<file path="src/rtl/core/gmlp_pkg.sv">
// Shared types, codes and limits of the gopher menu line parser.
package gmlp_pkg;

	// Field size limits in bytes
	localparam int DISPLAY_CAP  = 128;
	localparam int SELECTOR_CAP = 256;
	localparam int HOST_CAP     = 128;
	localparam int PORT_MAX_LEN = 5;

	localparam int LEN_W   = 9;
	localparam int VALUE_W = 17;

	// Byte codes of interest
	localparam logic [7:0] CH_NUL   = 8'h00;
	localparam logic [7:0] CH_TAB   = 8'h09;
	localparam logic [7:0] CH_LF    = 8'h0a;
	localparam logic [7:0] CH_VT    = 8'h0b;
	localparam logic [7:0] CH_FF    = 8'h0c;
	localparam logic [7:0] CH_CR    = 8'h0d;
	localparam logic [7:0] CH_SPACE = 8'h20;
	localparam logic [7:0] CH_PLUS  = 8'h2b;
	localparam logic [7:0] CH_MINUS = 8'h2d;
	localparam logic [7:0] CH_ZERO  = 8'h30;
	localparam logic [7:0] CH_NINE  = 8'h39;

	// Result kinds
	typedef enum logic [2:0] {
		KIND_TYPE     = 3'd0,
		KIND_DISPLAY  = 3'd1,
		KIND_SELECTOR = 3'd2,
		KIND_HOST     = 3'd3,
		KIND_STATUS   = 3'd4
	} kind_t;

	// Field being parsed
	typedef enum logic [5:0] {
		FLD_TYPE     = 6'b000001,
		FLD_DISPLAY  = 6'b000010,
		FLD_SELECTOR = 6'b000100,
		FLD_HOST     = 6'b001000,
		FLD_PORT     = 6'b010000,
		FLD_DONE     = 6'b100000
	} field_t;

	// Port number reader phase
	typedef enum logic [3:0] {
		PH_BLANK = 4'b0001,
		PH_SIGN  = 4'b0010,
		PH_DIGIT = 4'b0100,
		PH_STOP  = 4'b1000
	} phase_t;

	// Port number reader state
	typedef struct packed {
		phase_t              phase;
		logic [VALUE_W-1:0]  value;
		logic                negative;
	} port_st_t;

	localparam port_st_t PORT_ST_RESET = '{phase: PH_BLANK, value: '0, negative: 1'b0};

endpackage

</file>
<file path="src/rtl/core/gmlp_port_reader.sv">
// Next-state logic of the decimal port number reader.
module gmlp_port_reader (
	input  logic [7:0]        ch,
	input  gmlp_pkg::port_st_t cur,
	output gmlp_pkg::port_st_t nxt
);
	import gmlp_pkg::*;

	logic               digit;
	logic               blank;
	logic               sign;
	logic [VALUE_W-1:0] acc;

	assign digit = (ch >= CH_ZERO) && (ch <= CH_NINE);
	assign blank = (ch == CH_SPACE) || (ch == CH_VT) || (ch == CH_FF);
	assign sign  = (ch == CH_PLUS) || (ch == CH_MINUS);

	// Accumulate value * 10 + digit, wrapped to the value width
	assign acc = (cur.value << 3) + (cur.value << 1)
		+ {{(VALUE_W-4){1'b0}}, ch[3:0]};

	always_comb begin
		nxt = cur;
		unique case (cur.phase)
			PH_BLANK: begin
				if (blank) begin
					nxt = cur;
				end else if (sign) begin
					nxt.negative = (ch == CH_MINUS);
					nxt.phase    = PH_SIGN;
				end else if (digit) begin
					nxt.value = acc;
					nxt.phase = PH_DIGIT;
				end else begin
					nxt.phase = PH_STOP;
				end
			end
			PH_SIGN, PH_DIGIT: begin
				if (digit) begin
					nxt.value = acc;
					nxt.phase = PH_DIGIT;
				end else begin
					nxt.phase = PH_STOP;
				end
			end
			PH_STOP: nxt = cur;
			default: nxt = cur;
		endcase
	end

endmodule

</file>
<file path="src/rtl/core/gopher_menu_line_parser.sv">
// Top level of the gopher menu line parser: field tracking and result register.
//
//   channel | direction | handshake          | payload
//   input   | in        | in_valid/in_stall   | ch, end_of_line
//   result  | out       | out_valid/out_stall | kind, ch_out, port, error, last
//
// One item per cycle while in_stall is low; the result of an item that yields one
// appears in the cycle after it is accepted, set by the single result register.
// Reset clears the field tracker, the port reader and the result valid flag.
// in_stall follows out_stall while a result is held, so a new item enters in the
// same cycle the held result is taken.
module gopher_menu_line_parser (
	input  logic                 clk,
	input  logic                 arst_n,
	input  logic                 in_valid,
	output logic                 in_stall,
	input  logic [7:0]           ch,
	input  logic                 end_of_line,
	output logic                 out_valid,
	input  logic                 out_stall,
	output gmlp_pkg::kind_t      kind,
	output logic [7:0]           ch_out,
	output logic [15:0]          port,
	output logic                 error,
	output logic                 last
);
	import gmlp_pkg::*;

	localparam logic [LEN_W:0] DISPLAY_LIM  = (LEN_W+1)'(DISPLAY_CAP);
	localparam logic [LEN_W:0] SELECTOR_LIM = (LEN_W+1)'(SELECTOR_CAP);
	localparam logic [LEN_W:0] HOST_LIM     = (LEN_W+1)'(HOST_CAP);
	localparam logic [LEN_W-1:0] PORT_LIM   = LEN_W'(PORT_MAX_LEN);

	field_t             field_q, field_d;
	logic [LEN_W-1:0]   len_q, len_d;
	port_st_t           pst_q, pst_d, pst_step;
	logic               line_err_q, line_err_d;
	logic               nul_q, nul_d;

	logic               res_valid;
	kind_t              res_kind;
	logic [7:0]         res_ch;
	logic [15:0]        res_port;
	logic               res_err;
	logic               res_last;

	logic               out_valid_q;
	kind_t              kind_q;
	logic [7:0]         ch_out_q;
	logic [15:0]        port_q;
	logic               error_q;
	logic               last_q;

	logic               accept;
	logic [LEN_W:0]     len_inc;
	logic [LEN_W:0]     cap;
	logic               status_err;
	kind_t              field_kind;
	field_t             field_after_tab;

	// Hold input while a result waits
	assign in_stall = out_valid_q && out_stall;
	assign accept   = in_valid && !in_stall;

	gmlp_port_reader u_port_reader (
		.ch  (ch),
		.cur (pst_q),
		.nxt (pst_step)
	);

	assign len_inc = {1'b0, len_q} + 1'b1;

	// Select cap, result kind and following field for the text fields
	always_comb begin
		unique case (field_q)
			FLD_DISPLAY: begin
				cap             = DISPLAY_LIM;
				field_kind      = KIND_DISPLAY;
				field_after_tab = FLD_SELECTOR;
			end
			FLD_SELECTOR: begin
				cap             = SELECTOR_LIM;
				field_kind      = KIND_SELECTOR;
				field_after_tab = FLD_HOST;
			end
			default: begin
				cap             = HOST_LIM;
				field_kind      = KIND_HOST;
				field_after_tab = FLD_PORT;
			end
		endcase
	end

	// Judge the line at the end marker
	always_comb begin
		status_err = line_err_q;
		if (field_q != FLD_PORT && field_q != FLD_DONE) status_err = 1'b1;
		if (len_q == '0 || len_q > PORT_LIM) status_err = 1'b1;
		if (pst_q.negative && pst_q.value != '0) status_err = 1'b1;
		if (pst_q.value == '0 || pst_q.value[VALUE_W-1]) status_err = 1'b1;
	end

	// Advance the parser by one item
	always_comb begin
		field_d    = field_q;
		len_d      = len_q;
		pst_d      = pst_q;
		line_err_d = line_err_q;
		nul_d      = nul_q;
		res_valid  = 1'b0;
		res_kind   = KIND_TYPE;
		res_ch     = '0;
		res_port   = '0;
		res_err    = 1'b0;
		res_last   = 1'b0;

		if (end_of_line) begin
			res_valid  = 1'b1;
			res_kind   = KIND_STATUS;
			res_err    = status_err;
			res_port   = status_err ? 16'd0 : pst_q.value[15:0];
			res_last   = 1'b1;
			field_d    = FLD_TYPE;
			len_d      = '0;
			pst_d      = PORT_ST_RESET;
			line_err_d = 1'b0;
			nul_d      = 1'b0;
		end else if (nul_q || line_err_q) begin
			// drop bytes after a terminator or a rejection
			res_valid = 1'b0;
		end else if (ch == CH_NUL) begin
			nul_d = 1'b1;
		end else begin
			unique case (field_q)
				FLD_TYPE: begin
					field_d   = FLD_DISPLAY;
					len_d     = '0;
					res_valid = 1'b1;
					res_kind  = KIND_TYPE;
					res_ch    = ch;
				end
				FLD_DISPLAY, FLD_SELECTOR, FLD_HOST: begin
					if (ch == CH_TAB) begin
						field_d = field_after_tab;
						len_d   = '0;
					end else if (len_inc >= cap) begin
						line_err_d = 1'b1;
					end else begin
						len_d     = len_inc[LEN_W-1:0];
						res_valid = 1'b1;
						res_kind  = field_kind;
						res_ch    = ch;
					end
				end
				FLD_PORT: begin
					if (ch == CH_CR || ch == CH_LF || ch == CH_TAB) begin
						field_d = FLD_DONE;
					end else if (len_q >= PORT_LIM) begin
						line_err_d = 1'b1;
					end else begin
						len_d = len_inc[LEN_W-1:0];
						pst_d = pst_step;
					end
				end
				FLD_DONE: res_valid = 1'b0;
				default:  res_valid = 1'b0;
			endcase
		end
	end

	// Parser state
	always_ff @(posedge clk or negedge arst_n) begin
		if (!arst_n) begin
			field_q    <= FLD_TYPE;
			len_q      <= '0;
			pst_q      <= PORT_ST_RESET;
			line_err_q <= 1'b0;
			nul_q      <= 1'b0;
		end else if (accept) begin
			field_q    <= field_d;
			len_q      <= len_d;
			pst_q      <= pst_d;
			line_err_q <= line_err_d;
			nul_q      <= nul_d;
		end
	end

	// Result register valid
	always_ff @(posedge clk or negedge arst_n) begin
		if (!arst_n) begin
			out_valid_q <= 1'b0;
		end else if (!out_valid_q || !out_stall) begin
			out_valid_q <= accept && res_valid;
		end
	end

	// Result register payload
	always_ff @(posedge clk) begin
		if (accept && res_valid) begin
			kind_q   <= res_kind;
			ch_out_q <= res_ch;
			port_q   <= res_port;
			error_q  <= res_err;
			last_q   <= res_last;
		end
	end

	assign out_valid = out_valid_q;
	assign kind      = kind_q;
	assign ch_out    = ch_out_q;
	assign port      = port_q;
	assign error     = error_q;
	assign last      = last_q;

endmodule

</file>
<file path="config.mk">
export PLATFORM = sky130hd
export DESIGN_NAME = gopher_menu_line_parser
export DESIGN_NICKNAME = d
export VERILOG_FILES = /design/src/rtl/core/gmlp_pkg.sv /design/src/rtl/core/gmlp_port_reader.sv /design/src/rtl/core/gopher_menu_line_parser.sv
export SDC_FILE = /design/constraint.sdc
export NUM_CORES = 1
export LEC_CHECK = 0
export BUFFER_PORTS_ARGS = -buffer_cell sky130_fd_sc_hd__buf_4
export CORE_MARGIN = 4
export CORE_UTILIZATION = 45
export CTS_CLUSTER_DIAMETER = 30
export DETAILED_ROUTE_END_ITERATION = 10
export PLACE_DENSITY = 0.68
export SYNTH_ARGS = -nofsm -noshare
export SYNTH_HDL_FRONTEND = slang
export SYNTH_SLANG_ARGS = --single-unit
</file>
<file path="constraint.sdc">
create_clock -name clk -period 4.35 [get_ports clk]
set_input_delay 0.435 -clock clk [delete_from_list [all_inputs] [get_ports clk]]
set_output_delay 0.435 -clock clk [all_outputs]
set_load 0.01 [all_outputs]
</file>
**Word-level counts from Yosys, hierarchy flattened**

Cells that the tools add are included.

- Bits in registers: 69
- Bits of input ports: 13
- Output and inout bits: 31
- Logic and storage cells: 159

- Add/sub/neg operators: 3
- Order comparisons: 5
- Equality and inequality tests: 33
- Mux-type cells: 61
- Bitwise logic cells: 2
- Reduce and logical (&&, ||, !) cells: 41

Operator list:

| kind | number |
|---|---|
| $mux W22 | 7 |
| $mux W9 | 8 |
| $pmux W21 S2 | 1 |
| $eq A8 B4 Y1 const B | 5 |
| $mux W17 | 2 |
| $mux W6 | 5 |
| $ne A3 B3 Y1 const B | 9 |
| $pmux W9 S3 | 1 |
| $eq A8 B6 Y1 const B | 3 |
| $mux W1 | 22 |
| $pmux W6 S3 | 1 |
| $reduce_and A9 Y1 | 2 |
| $add A17 B17 Y17 | 1 |
| $add A17 B4 Y17 | 1 |
| $logic_not A17 Y1 | 1 |
| $reduce_bool A17 Y1 | 1 |
| $mux W8 | 2 |
| $pmux W8 S2 | 1 |
| $reduce_and A8 Y1 | 2 |
| $mux W3 | 5 |
| $add A9 B1 Y10 const B | 1 |
| $ge A10 B10 Y1 | 1 |
| $ne A2 B2 Y1 const B | 5 |
| $pmux W5 S2 | 1 |
| other kinds (33) | 57 |

**Depth between registers and ports, before layout**

- Depth after elaboration: 12
- Gate-level depth with buffers: 12
- Gate-level depth less buffers: 12

**By module**

A second synthesis with hierarchy kept.

- Cell total of the unflattened synthesis: 475
- Area, all modules: 4668.2 um^2

Modules (own cells, without submodules):

| module | times used | cells an instance | area each (um^2) | seq. area each (um^2) |
|---|---|---|---|---|
| gopher_menu_line_parser | 1 | 288 | 3343.2 | 1874.3 |
| gmlp_port_reader | 1 | 187 | 1325.0 | 0.0 |

**Worst setup path before layout**

Ideal clock, no wire load.

- Path type: reg2reg
- From: register field_q[5]
- To: register ch_out_q[0], in the netlist ch_out[0], enable pin
- Setup time: 423 ps
- Data arrival time: 4125 ps
- Required time: 3927 ps
- Path slack: -198 ps
- Cell stages (with the launch flop): 9
- Path buffers: 0
- Period minus slack after synthesis: 4548 ps
- Cells stage by stage: dfrtp_1 -> or3_1 -> or4b_2 -> ha_1 -> nor2b_1 -> a311oi_2 -> o2111ai_1 -> and2_1 -> a21boi_1

- Longest elaborated chain between the ends: 10
- Elaborated cells between the ends (all ways): 14
- Those cells by class: 1 x order compare; 4 x eq/ne; 7 x mux; 2 x reduce/logical

RTL lines:

| what | line | RTL |
|---|---|---|
| from (decl) | gopher_menu_line_parser.sv:34 | `field_t field_q, field_d;` |
| from (signal assigned) | gopher_menu_line_parser.sv:180 | `field_q <= field_d;` |
| $eq A6 B3 Y1 | gopher_menu_line_parser.sv:75, gopher_menu_line_parser.sv:134 |  |
| $mux W9 | gopher_menu_line_parser.sv:75 | `unique case (field_q)` |
| $ge A10 B10 Y1 | gopher_menu_line_parser.sv:146 | `end else if (len_inc >= cap) begin` |
| $mux W1 | gopher_menu_line_parser.sv:146 |  |
| $mux W1 | gopher_menu_line_parser.sv:143 | `if (ch == CH_TAB) begin` |
| $pmux W1 S2 (*) | gopher_menu_line_parser.sv:134 | `unique case (field_q)` |
| $mux W1 (*) | gopher_menu_line_parser.sv:131 | `end else if (ch == CH_NUL) begin` |
| $mux W1 (*) | gopher_menu_line_parser.sv:128 | `end else if (nul_q \|\| line_err_q) begin` |
| $mux W1 (*) | gopher_menu_line_parser.sv:117 | `if (end_of_line) begin` |
| $logic_and A1 B1 Y1 (*) | gopher_menu_line_parser.sv:199 | `if (accept && res_valid) begin` |
| to (signal assigned) | gopher_menu_line_parser.sv:201 | `ch_out_q <= res_ch;` |
| to (decl) | gopher_menu_line_parser.sv:49 | `logic [7:0] ch_out_q;` |

Every way passes the cells marked *; elsewhere a longest branch is shown, timed or not.
A chain may end at the register's enable or synchronous reset.

**Worst setup path in the final report**

- From: register field_q[5]
- To: register port_q[13], in the netlist port[13], enable pin

- Longest elaborated chain between the ends: 10
- Elaborated cells between the ends (all ways): 14
- Those cells by class: 1 x order compare; 4 x eq/ne; 7 x mux; 2 x reduce/logical

RTL lines:

| what | line | RTL |
|---|---|---|
| $eq A6 B3 Y1 | gopher_menu_line_parser.sv:75, gopher_menu_line_parser.sv:134 |  |
| $mux W9 | gopher_menu_line_parser.sv:75 |  |
| $ge A10 B10 Y1 | gopher_menu_line_parser.sv:146 |  |
| $mux W1 | gopher_menu_line_parser.sv:146 |  |
| $mux W1 | gopher_menu_line_parser.sv:143 |  |
| $pmux W1 S2 (*) | gopher_menu_line_parser.sv:134 |  |
| $mux W1 (*) | gopher_menu_line_parser.sv:131 |  |
| $mux W1 (*) | gopher_menu_line_parser.sv:128 |  |
| $mux W1 (*) | gopher_menu_line_parser.sv:117 |  |
| $logic_and A1 B1 Y1 (*) | gopher_menu_line_parser.sv:199 |  |
| to (signal assigned) | gopher_menu_line_parser.sv:202 | `port_q <= res_port;` |
| to (decl) | gopher_menu_line_parser.sv:50 | `logic [15:0] port_q;` |

Marked as above.

==> run metrics <==
dpl hpwl=between 7000 and 8000 um; Layout area overhead=13.9%; endpoints failing setup=0; Sum Neg Setup Slack=0 ns; top cell type's share of synthesized area=about a fifth; fin nets=about 550; clock skew=0.00712 ns; CTS tree=done; post-cts gate resize count=0; Die ar.=between 0.01 and 0.015 mm^2; gr ovfl total=0; Critical Path Start Type=register; ratio of cells with drive above 1 in the final layout=18.0%; Critical Path RT=about 4.4 ns; Hold Crit Class=input pin to async pin; # hold bufs at CTS=0; Iter 0 DRT Violations=around 180; final hold slack=0.0503 ns; IO buf count=43; vias per inst=5.94; ranking of synthesized cells by area=dfrtp_1 (20%), edfxtp_1 (19%), ha_1 (9.2%), nand2_1 (3.4%), and3_1 (3.4%); yosys warns=0; final hold vios=0; via count=3765; Synthesized Nets=504; Detailed Route WL=roughly 11000 um; WP data arrival=a little under 4 ns; initial antenna violation count=0; DRT Pass-1 Iters=5; IO Count=44; ys async rst share=just under 60%; ANT cells=0; crit-path most repeated cell=buf_4; P_leak=2.37 nW; Clk Latency, worst-skew pair=0.36 ns; DRC violation count after routing=0; Total GRT Usage=a little under a fifth; Routed wire per std cell=16.9 um; final slew viol count=0; post-route minimum period=3.82 ns; Routed Antenna Nets=0; clock sinks=slightly below 70; worst setup margin=0.528 ns; Max FO, Critical Path=29; mean post-synth cell area=approximately 10 um^2; FF+latch count, synth=~70; worst relative slew slack=between 50 and 60%; Post-synth EDFFs=29; outcome=finished clean; postcts setup bufs=0; peak supply drop=0.000185 V; Initial Util=between 40% and 50%; Netlist cell types=70; pre-CTS WS=0.584 ns; CTS buffer count=9; Cell Pwr Density=around 460 mW/mm^2; CTS root buf=clkbuf_8; Die X-Extent=between 100 and 150 um; die height=roughly 110 um; fillcell total=~900; Worst Max-Slew Pin Slew=0.711 ns; Synth top cells by count=nand2_1 (42), dfrtp_1 (38), ha_1 (34); htree depth=3; slowest library cell on the worst path=or4b_2; CP Capture Type=register; Syn Inst Count=about 460; placer's final routability congestion estimate=slightly below 0.9; total of max-cap violations=0; mapped cell area=between 0.004 and 0.005 mm^2; slowest stage delay, CP=roughly 0.73 ns; Critical Path, Cell by Cell=or3_1 > or4b_2 > ha_1 > nor2b_1 > a311oi_2 > o2111ai_1 > buf_4 > and2_1 > a21boi_2 > buf_4; Tcrit/Tclk final=approximately 88%; largest net degree at the start of global routing=46; Clock Tree Buf Depth=2; Rows=36; CTS clk-pin slew, worst paths=around 0.08 ns; RSZ-0062 raised after global routing=no; Peak Freq=around 0.26 GHz; critical setup path kind=register to register; first-pass GRT wire length=~18000 um; Core Region=roughly 0.0099 mm^2; most common cell in the synthesized netlist=nand2_1; area leader, netlist=dfrtp_1; dominant synthesized flop cell=dfrtp_1; sequential cell area fraction in the yosys report=40.4%; number of global-route vias before repair=approximately 3600
==> report_power, final <==
part,switching [mW],internal [mW]
Clock,0.266,0.325
Combinational,0.526,0.371
Sequential,0.111,0.836
==> cells by family after synthesis <==
kind of cell	count (synthesis)	share of synthesized area [%]
AND/OR/NAND/NOR	173	21.0
flip-flops	69	40.4
adder cells (fa/ha/maj)	36	10.0
buffers and inverters	34	3.48
XOR/XNOR	14	2.64
AO/OA/AOI/OAI	123	21.1
multiplexers	6	1.38
==> metal layers <==
metal	up-vias	wire [um]	GRT usage, %
met1	1844	5120	26.7
met3	14	500	3.82
li1	1820	-	-
met2	87	4950	30.3
met5	-	0	0
met4	0	142	5.61
==> final timing paths <==
path	startpoint	to	slack, ns	cells after the start
min reg2reg	field_q[0]$_DFFE_PN1P_	field_q[0]$_DFFE_PN1P_	0.49	2
min	arst_n	len_q[8]$_DFFE_PN0P_	0.05	1
max reg2reg	field_q[5]$_DFFE_PN0P_	port[13]$_SDFFCE_PP0P_	0.53	10
max	field_q[5]$_DFFE_PN0P_	port[13]$_SDFFCE_PP0P_	0.53	10
max in group asynchronous	arst_n	field_q[0]$_DFFE_PN1P_	3.90	1
min in group clk	ch[4]	ch_out[4]$_SDFFCE_PP0P_	0.38	2
==> layout by cell type, fill, tap and decap left out, types with 10 or more instances in the layout <==
master    instances
xnor2_1          10
nand2_1          42
o31ai_1          12
a21oi_1          18
and2_1           12
and3_1           25
buf_4            46
ha_1             34
nor3_1           15
nor2b_1          11
inv_1            18
nor2_1           20
dfrtp_1          38
edfxtp_1         29
nand3_1          10
==> stage by stage <==
stage	cells	utilization [%]	power [mW]	cell area [um^2]
finish	634	53.3	2.44	5280
global route	634	53.3	2.60	5280
CTS	634	53.3	2.45	5280
detailed placement	618	51.1	1.85	5060
global placement	618	51.1	1.84	5060
floorplan	455	-	1.56	4640
==> sequential cells by signal, summed over array words and instances, names as in the netlist <==
register    cells
pst_q          22
port           16
len_q           9
ch_out          8
field_q         6
kind            3
error           1
last            1
line_err_q      1
nul_q           1
out_valid       1
==> cell type report <==
type	instances	area (um^2)	share of cell area, %
well taps	133	166	3.15
flip-flops and latches	69	1870	35.5
repair buffers	46	345	6.54
multi-input cells	352	2610	49.3
clock inverters	7	98.8	1.87
inverters	18	67.6	1.28
clock buffers	9	124	2.34
==> critical path: cells and delay by family, from the launching register on <==
kind | cells | cell delay [ns]
compound gates | 3 | 0.74
fa+ha+maj | 1 | 0.32
buf+inv | 2 | 0.52
flops | 1 | 0.44
simple gates | 4 | 1.46
Power figures use the tool's default switching activity.
